### src/rtl/sbs_pkg.sv
`timescale 1ns / 1ps
package sbs_pkg;

  localparam int CfgIdxW = 3;
  localparam int CfgDataW = 16;
  localparam int InDataW = 24;
  localparam int OutDataW = 48;

  localparam logic [1:0] KIND_TICK = 2'd0;
  localparam logic [1:0] KIND_FIX = 2'd1;
  localparam logic [1:0] KIND_TXDONE = 2'd2;
  localparam logic [1:0] KIND_RESERVED = 2'd3;

  localparam logic [CfgIdxW-1:0] REG_SLOW_RATE = 3'd0;
  localparam logic [CfgIdxW-1:0] REG_FAST_RATE = 3'd1;
  localparam logic [CfgIdxW-1:0] REG_SLOW_KNOTS = 3'd2;
  localparam logic [CfgIdxW-1:0] REG_FAST_KNOTS = 3'd3;
  localparam logic [CfgIdxW-1:0] REG_MIN_TURN = 3'd4;
  localparam logic [CfgIdxW-1:0] REG_SLOPE_NUM = 3'd5;
  localparam logic [CfgIdxW-1:0] REG_MIN_TURN_SECS = 3'd6;

  localparam logic [8:0] FULL_CIRCLE = 9'd360;
  localparam logic [8:0] HALF_CIRCLE = 9'd180;
  localparam logic [15:0] WALK_RATE = 16'd60;
  localparam logic [8:0] WALK_TURN = 9'd30;
  localparam logic [15:0] WALK_MIN_SECS = 16'd5;
  localparam logic [15:0] ELAPSED_RESET = 16'd9000;
  localparam logic [15:0] ELAPSED_MAX = 16'hFFFF;

  function automatic logic [8:0] fold_heading(input logic [8:0] a, input logic [8:0] b);
    logic [8:0] d;
    d = (a >= b) ? (a - b) : (b - a);
    if (d > HALF_CIRCLE) begin
      d = FULL_CIRCLE - d;
    end
    return d;
  endfunction

endpackage

### src/rtl/smart_beacon_scheduler.sv
`timescale 1ns / 1ps
// A speed-scaled fix runs the shared one-bit-per-cycle divider in ST_DIV1 (8 steps for the
// turn threshold) and ST_DIV2 (16 for the rate) before ST_DONE; other items go to ST_DONE.
// Flow: one item at a time; s_tready rises again once the result enters the output
// register, which is loaded only once no held result waits for m_tready.
// Reset (rst, synchronous): control and config registers to defaults, elapsed seconds to 9000.
module smart_beacon_scheduler (
  input  logic                           clk,
  input  logic                           rst,
  input  logic                           s_tvalid,
  output logic                           s_tready,
  // speed_knots[9:0], course_degrees[18:10], fix_good[19], manual_request[20]
  input  logic [sbs_pkg::InDataW-1:0]    s_tdata,
  // kind[1:0]
  input  logic [1:0]                     s_tuser,
  output logic                           m_tvalid,
  input  logic                           m_tready,
  // send_now[0], current_rate[16:1], heading_change[24:17], corner_hit[25],
  // seconds_since_send[41:26]
  output logic [sbs_pkg::OutDataW-1:0]   m_tdata,
  input  logic                           cfg_wen,
  input  logic [sbs_pkg::CfgIdxW-1:0]    cfg_index,
  input  logic [sbs_pkg::CfgDataW-1:0]   cfg_wdata
);
  import sbs_pkg::*;

  localparam logic [1:0] ST_IDLE = 2'd0;
  localparam logic [1:0] ST_DIV1 = 2'd1;
  localparam logic [1:0] ST_DIV2 = 2'd2;
  localparam logic [1:0] ST_DONE = 2'd3;

  logic [15:0] slow_rate;
  logic [7:0]  fast_rate;
  logic [7:0]  slow_knots;
  logic [7:0]  fast_knots;
  logic [7:0]  min_turn;
  logic [7:0]  slope_num;
  logic [7:0]  min_turn_secs;

  logic [15:0] elapsed;
  logic [8:0]  last_sent_course;
  logic [8:0]  latest_course;
  logic [9:0]  top_speed;
  logic [15:0] rate_in_use;
  logic        send_pending;
  logic        tx_busy;

  logic [1:0]  state;
  logic [4:0]  count;
  logic [1:0]  kind;
  logic [9:0]  speed;
  logic [9:0]  speed_div;
  logic [8:0]  course;
  logic        good;
  logic        manual;
  logic [15:0] product;
  logic [7:0]  slope_quot;
  logic [15:0] dvd;
  logic [9:0]  rem;

  logic [10:0] rem_sh;
  logic        rem_ge;
  logic [10:0] rem_sub;
  logic [9:0]  rem_next;
  logic [15:0] dvd_next;

  logic        out_free;
  logic        in_xfer;
  logic [8:0]  in_course;
  logic [9:0]  in_speed;

  logic [15:0] elapsed_next;
  logic [8:0]  last_sent_next;
  logic [8:0]  latest_next;
  logic [9:0]  peak_next;
  logic [15:0] rate_next;
  logic        pending_next;
  logic        busy_next;
  logic        send_next;
  logic [8:0]  hc;
  logic        corner;
  logic [8:0]  thr;

  assign out_free = !m_tvalid || m_tready;
  assign s_tready = (state == ST_IDLE);
  assign in_xfer = s_tvalid && s_tready;
  assign in_speed = s_tdata[9:0];
  assign in_course = (s_tdata[18:10] >= FULL_CIRCLE) ? (s_tdata[18:10] - FULL_CIRCLE)
                                                      : s_tdata[18:10];

  assign rem_sh = {rem, dvd[15]};
  assign rem_ge = rem_sh >= {1'b0, speed_div};
  assign rem_sub = rem_sh - {1'b0, speed_div};
  assign rem_next = rem_ge ? rem_sub[9:0] : rem_sh[9:0];
  assign dvd_next = {dvd[14:0], rem_ge};

  always_comb begin
    elapsed_next = elapsed;
    last_sent_next = last_sent_course;
    latest_next = latest_course;
    peak_next = top_speed;
    rate_next = rate_in_use;
    pending_next = send_pending;
    busy_next = tx_busy;
    send_next = 1'b0;
    hc = '0;
    corner = 1'b0;
    thr = {1'b0, min_turn} + {1'b0, slope_quot};
    unique case (kind)
      KIND_TICK: begin
        if (!send_pending && elapsed != ELAPSED_MAX) begin
          elapsed_next = elapsed + 16'd1;
        end
      end
      KIND_FIX: begin
        latest_next = course;
        if (manual && good) begin
          pending_next = 1'b1;
        end
        if (speed > top_speed) begin
          peak_next = speed;
        end
        hc = fold_heading(course, last_sent_course);
        if (speed < {2'b0, slow_knots}) begin
          rate_next = slow_rate;
          if (!(peak_next > {2'b0, slow_knots}) && speed > 10'd1) begin
            rate_next = WALK_RATE;
            corner = (hc > WALK_TURN) && (elapsed > WALK_MIN_SECS);
          end
        end else begin
          corner = (hc > thr) && (elapsed > {8'd0, min_turn_secs});
          rate_next = (speed_div > {2'b0, fast_knots}) ? {8'd0, fast_rate} : dvd;
        end
        if (elapsed > rate_next || corner) begin
          pending_next = 1'b1;
        end
      end
      KIND_TXDONE: begin
        busy_next = 1'b0;
      end
      default: begin
      end
    endcase
    if (kind != KIND_RESERVED && pending_next && !busy_next) begin
      send_next = 1'b1;
      pending_next = 1'b0;
      busy_next = 1'b1;
      elapsed_next = '0;
      last_sent_next = latest_next;
    end
  end

  always_ff @(posedge clk) begin
    if (rst) begin
      slow_rate <= 16'd1800;
      fast_rate <= 8'd180;
      slow_knots <= 8'd5;
      fast_knots <= 8'd60;
      min_turn <= 8'd20;
      slope_num <= 8'd255;
      min_turn_secs <= 8'd10;
    end else if (cfg_wen) begin
      unique case (cfg_index)
        REG_SLOW_RATE:     slow_rate <= cfg_wdata;
        REG_FAST_RATE:     fast_rate <= cfg_wdata[7:0];
        REG_SLOW_KNOTS:    slow_knots <= cfg_wdata[7:0];
        REG_FAST_KNOTS:    fast_knots <= cfg_wdata[7:0];
        REG_MIN_TURN:      min_turn <= cfg_wdata[7:0];
        REG_SLOPE_NUM:     slope_num <= cfg_wdata[7:0];
        REG_MIN_TURN_SECS: min_turn_secs <= cfg_wdata[7:0];
        default: begin
        end
      endcase
    end
  end

  always_ff @(posedge clk) begin
    if (rst) begin
      state <= ST_IDLE;
      count <= '0;
      m_tvalid <= 1'b0;
      elapsed <= ELAPSED_RESET;
      last_sent_course <= '0;
      latest_course <= '0;
      top_speed <= '0;
      rate_in_use <= '0;
      send_pending <= 1'b0;
      tx_busy <= 1'b0;
    end else begin
      if (state == ST_DONE && out_free) begin
        m_tvalid <= 1'b1;
      end else if (m_tready) begin
        m_tvalid <= 1'b0;
      end
      unique case (state)
        ST_IDLE: begin
          if (in_xfer) begin
            kind <= s_tuser;
            speed <= in_speed;
            speed_div <= (in_speed == '0) ? 10'd1 : in_speed;
            course <= in_course;
            good <= s_tdata[19];
            manual <= s_tdata[20];
            product <= {8'd0, fast_rate} * {8'd0, fast_knots};
            slope_quot <= '0;
            dvd <= {slope_num, 8'd0};
            rem <= '0;
            count <= 5'd8;
            if (s_tuser == KIND_FIX && in_speed >= {2'b0, slow_knots}) begin
              state <= ST_DIV1;
            end else begin
              state <= ST_DONE;
            end
          end
        end
        ST_DIV1: begin
          count <= count - 5'd1;
          dvd <= dvd_next;
          rem <= rem_next;
          if (count == 5'd1) begin
            slope_quot <= dvd_next[7:0];
            dvd <= product;
            rem <= '0;
            count <= 5'd16;
            state <= ST_DIV2;
          end
        end
        ST_DIV2: begin
          count <= count - 5'd1;
          dvd <= dvd_next;
          rem <= rem_next;
          if (count == 5'd1) begin
            state <= ST_DONE;
          end
        end
        ST_DONE: begin
          if (out_free) begin
            elapsed <= elapsed_next;
            last_sent_course <= last_sent_next;
            latest_course <= latest_next;
            top_speed <= peak_next;
            rate_in_use <= rate_next;
            send_pending <= pending_next;
            tx_busy <= busy_next;
            m_tdata <= {6'd0, elapsed_next, corner, hc[7:0], rate_next, send_next};
            state <= ST_IDLE;
          end
        end
        default: begin
          state <= ST_IDLE;
        end
      endcase
    end
  end

`ifndef NO_ASSERTIONS
  a_div_count: assert property (@(posedge clk) disable iff (rst)
    (state == ST_DIV1 || state == ST_DIV2) |-> count != 5'd0)
    else $error("divider running with zero step count");

  a_send_clears: assert property (@(posedge clk) disable iff (rst)
    (m_tvalid && m_tdata[0]) |-> m_tdata[41:26] == 16'd0)
    else $error("send reported with nonzero seconds");

  a_busy_rise: assert property (@(posedge clk) disable iff (rst)
    $rose(tx_busy) |-> (m_tvalid && m_tdata[0]))
    else $error("transmitter busy without send");

  a_no_stuck_pending: assert property (@(posedge clk) disable iff (rst)
    (state == ST_IDLE) |-> !(send_pending && !tx_busy))
    else $error("pending beacon left with idle transmitter");
`endif

endmodule
### config.mk
export PLATFORM = sky130hd
export DESIGN_NAME = smart_beacon_scheduler
export DESIGN_NICKNAME = d
export VERILOG_FILES = /design/src/rtl/sbs_pkg.sv /design/src/rtl/smart_beacon_scheduler.sv
export SDC_FILE = /design/constraint.sdc
export NUM_CORES = 1
export LEC_CHECK = 0
export BUFFER_PORTS_ARGS = -buffer_cell sky130_fd_sc_hd__buf_2
export CELL_PAD_IN_SITES_DETAIL_PLACEMENT = 2
export CELL_PAD_IN_SITES_GLOBAL_PLACEMENT = 2
export CORE_MARGIN = 2
export CORE_UTILIZATION = 42
export DETAILED_ROUTE_END_ITERATION = 10
export HOLD_SLACK_MARGIN = 0.03
export MAX_ROUTING_LAYER = met4
export PLACE_DENSITY_LB_ADDON = 0.12
export SETUP_SLACK_MARGIN = 0.05
export SLEW_MARGIN = 20
export SYNTH_ARGS = -nofsm -noshare
export SYNTH_HDL_FRONTEND = slang
export SYNTH_SLANG_ARGS = --single-unit
### constraint.sdc
create_clock -name clk -period 11 [get_ports clk]
set_clock_uncertainty 0.2 [all_clocks]
set_input_delay 1.1 -clock clk [delete_from_list [all_inputs] [get_ports clk]]
set_output_delay 1.1 -clock clk [all_outputs]
set_load 0.02 [all_outputs]
==> flow_summary.yaml <==
sta:
  rsz0062_at_grt: "false"
  fin_crit_ps: 7860
  timing.hold.ws_ps: 258
  max_freq_mhz: 127
  setup_viol: 0
  slew_viol_final: 0
  tns_ps: 0
  period_share_pct: 71.5
  finalHoldViolCount: 0
  maxSlewHeadroom_pct: 29.1
  tightest_slew_ps: 1060
route:
  drt_iter0_drc: 591
  dr.pass1.iters: 5
  route.detailed.drc: 0
  drt_wl_total_um: 54500
  viasPerCell: 5.64
  vias: 13626
  wire_per_inst_um: 22.6
  antenna_left: 0
place:
  dpl.cell_count: 2359
  place.gp.congestion: 0.842
  port_buffers: 90
  hpwlAfterDp_um: 41200
worst_setup_path:
  r2r_end: "last_sent_course[4]"
  worstSetupPathType: "reg2reg"
  crit_path_start_kind: "flop"
  required_ps: 11210
  end_kind: "flop"
  cp_top_family: "compound AO/OA/AOI/OAI gates"
  critical_path.max_stage_delay_ps: 760
  crit_slowest_cell: "nor3_4"
  cp_num_buf_inv: 2
  regToRegStartpoint: "speed[7]"
  cp_max_fo: 13
  rr_worst_depth: 33
  arrival_ps: 8070
  reg2reg_slack_ps: 3140
floorplan:
  rows: 73
  initial_core_util_pct: 42.3
  design.die.area_um2: 41400
  fp.dieH_um: 203
  core_area_um2: 39500
  ios: 100
  dieWidth_um: 203
outcome:
  status: "completed"
final_layout:
  area_growth_pct: 10.8
  layout_commonest_cell: "nand2_1"
  layout.cells.non_filler: 2416
  seq_area_um2: 6440
  final_util_pct: 46.9
  antenna_cells: 0
  drive_above_1_share_pct: 11.1
  multiInputGateArea_um2: 9280
  fill_cells: 4326
  nets: 2114
  most-common-layout-cells: "nand2_1, ha_1, inv_1, dfxtp_1, a21oi_1"
yosys:
  yosysTopAreaCell: "edfxtp_1"
  yosysUniqueCellTypes: 90
  ys_seq_area_share_pct: 38.5
  syn_inst: 1822
  ys_seq_elements: 259
  synth-edff-count: 125
  synth-main-ff-cell: "dfxtp_1"
  yosys_warnings: 0
  netlist_area_um2: 16700
  synth_top_area_share_pct: 22.5
  synthArstFlopShare_pct: 0
  synth.avg_cell_area_um2: 9.16
  ys_top_cells_by_area: "edfxtp_1, dfxtp_1, ha_1, nand2_1, fa_1"
clock_tree:
  clock_path_buffers: 3
  cts_hold_buffers: 0
  numClockSinks: 259
  cts_buffers: 31
  cts_setup_buffers: 0
  cts_tree: "built"
  clk_pin_slew_worst_paths_ps: 60
  ctsHtreeMaxLevel: 1
  post_cts_resize_count: 0
  clkLatencyLatePin_ps: 570
  cts_root_buffer: "clkbuf_16"
global_routing:
  met3_usage_pct: 2.38
  grt_pass1_wl_um: 86300
  gr-usage-met1_pct: 31.6
  antenna_found_initial: 0
  first_global_vias: 15094
  track_usage_pct: 27.3
  grt_max_degree: 63
  met2_usage_pct: 51.0
  grt_overflow: 0
  gr-max-usage-layer: "met2"
power_and_ir_drop:
  cellLeakagePower_nw: 7.55
  vdd.ir_drop.worst_v: 0.000128
  power.density_nw_per_um2: 191
worst_hold_path:
  min_from: "slow_rate[13]"
  min_path_type: "reg2reg"
  min_to: "slow_rate[13]"
  hold_depth: 2
flow_run:
  drv_cap: 0
synth_stat cells, types with 6 or more instances:
| cell type | number |
|---|---|
| buf_4 | 10 |
| xnor2_1 | 34 |
| nand4_1 | 18 |
| o21bai_1 | 11 |
| clkbuf_1 | 68 |
| nand2_1 | 281 |
| and3_1 | 11 |
| nand2b_1 | 13 |
| inv_1 | 144 |
| nor3_1 | 21 |
| dfxtp_1 | 134 |
| a22oi_1 | 8 |
| a211oi_1 | 27 |
| mux2i_1 | 24 |
| edfxtp_1 | 125 |
| nor2_1 | 116 |
| o21a_1 | 25 |
| o211ai_1 | 12 |
| and2_1 | 53 |
| mux2_2 | 6 |
| nor4_1 | 11 |
| o31ai_1 | 12 |
| nand3_1 | 46 |
| a31oi_1 | 9 |
| fa_1 | 40 |
| a22o_1 | 8 |
| nor2b_1 | 26 |
| a21o_1 | 21 |
| o21ai_0 | 75 |
| xor2_1 | 22 |
| nor3b_1 | 6 |
| a211oi_2 | 8 |
| a21oi_1 | 133 |
| ha_1 | 157 |
where the power goes:
group          switching (mW)  internal (mW)  total, mW
Clock                   0.430          0.618       1.05
Combinational           0.772          0.455       1.23
Sequential             0.0891           1.16       1.25
Total                    1.29           2.23       3.53
how the worst max path moves through the flow:
stage	from	to	slack (ps)	cells after the start
3_3_place_gp	speed[7]	last_sent_course[0]	3560	33
6_report	speed[7]	last_sent_course[4]	3140	33
4_1_cts	speed[7]	last_sent_course[4]	3090	33
5_1_grt	speed[7]	last_sent_course[1]	2540	33
3_5_place_dp	speed[7]	last_sent_course[4]	3150	33
2_1_floorplan	speed[7]	last_sent_course[2]	4630	35
flip-flops by register name, summed over array words and instances (netlist names), 9 cells and up:
signal / count
speed_div: 10
dvd: 16
course: 9
speed: 10
rate_in_use: 16
rem: 10
last_sent_course: 9
slow_rate: 16
m_tdata: 42
top_speed: 10
product: 16
latest_course: 9
elapsed: 16
cell type report:
| type | count | area share (%) |
|---|---|---|
| Tap cell | 525 | 3.55 |
| Timing Repair Buffer | 101 | 2.96 |
| Inverter | 145 | 2.94 |
| Multi-Input combinational cell | 1329 | 50.2 |
| Clock buffer | 41 | 4.85 |
| Clock inverter | 16 | 0.737 |
| Sequential cell | 259 | 34.8 |
routing by layer:
layer	vias up	wire length (µm)
met1	6969	23000
met5	-	0
met3	74	1120
met4	0	1260
met2	185	29200
li1	6398	-
cell families after synthesis:
kind of cell,Yosys count,synth area share (%)
compound gates,400,15.7
xor+xnor,56,2.94
fa+ha+maj,197,16.6
buf+inv,239,6.20
flops,259,38.5
mux,32,2.02
other cells,1,0.0225
simple gates,638,18.0
worst register-to-register path, delay by kind of cell, from the launching register on:
family	cells	cell delay, ps
mux	1	290
simple gates	8	1810
compound gates	19	3570
buf+inv	2	560
flops	1	500
fa+ha+maj	3	770
per-stage QoR:
step | power, mW | instance area, µm² | setup WS, ps
finish | 3.53 | 18500 | 3140
global route | 3.73 | 18500 | 2540
CTS | 3.55 | 18500 | 3090
detailed placement | 2.49 | 17500 | 3150
global placement | 2.40 | 17400 | 3560
floorplan | 2.10 | 16700 | 4630
No activity file was read; power rests on OpenSTA's default activity.
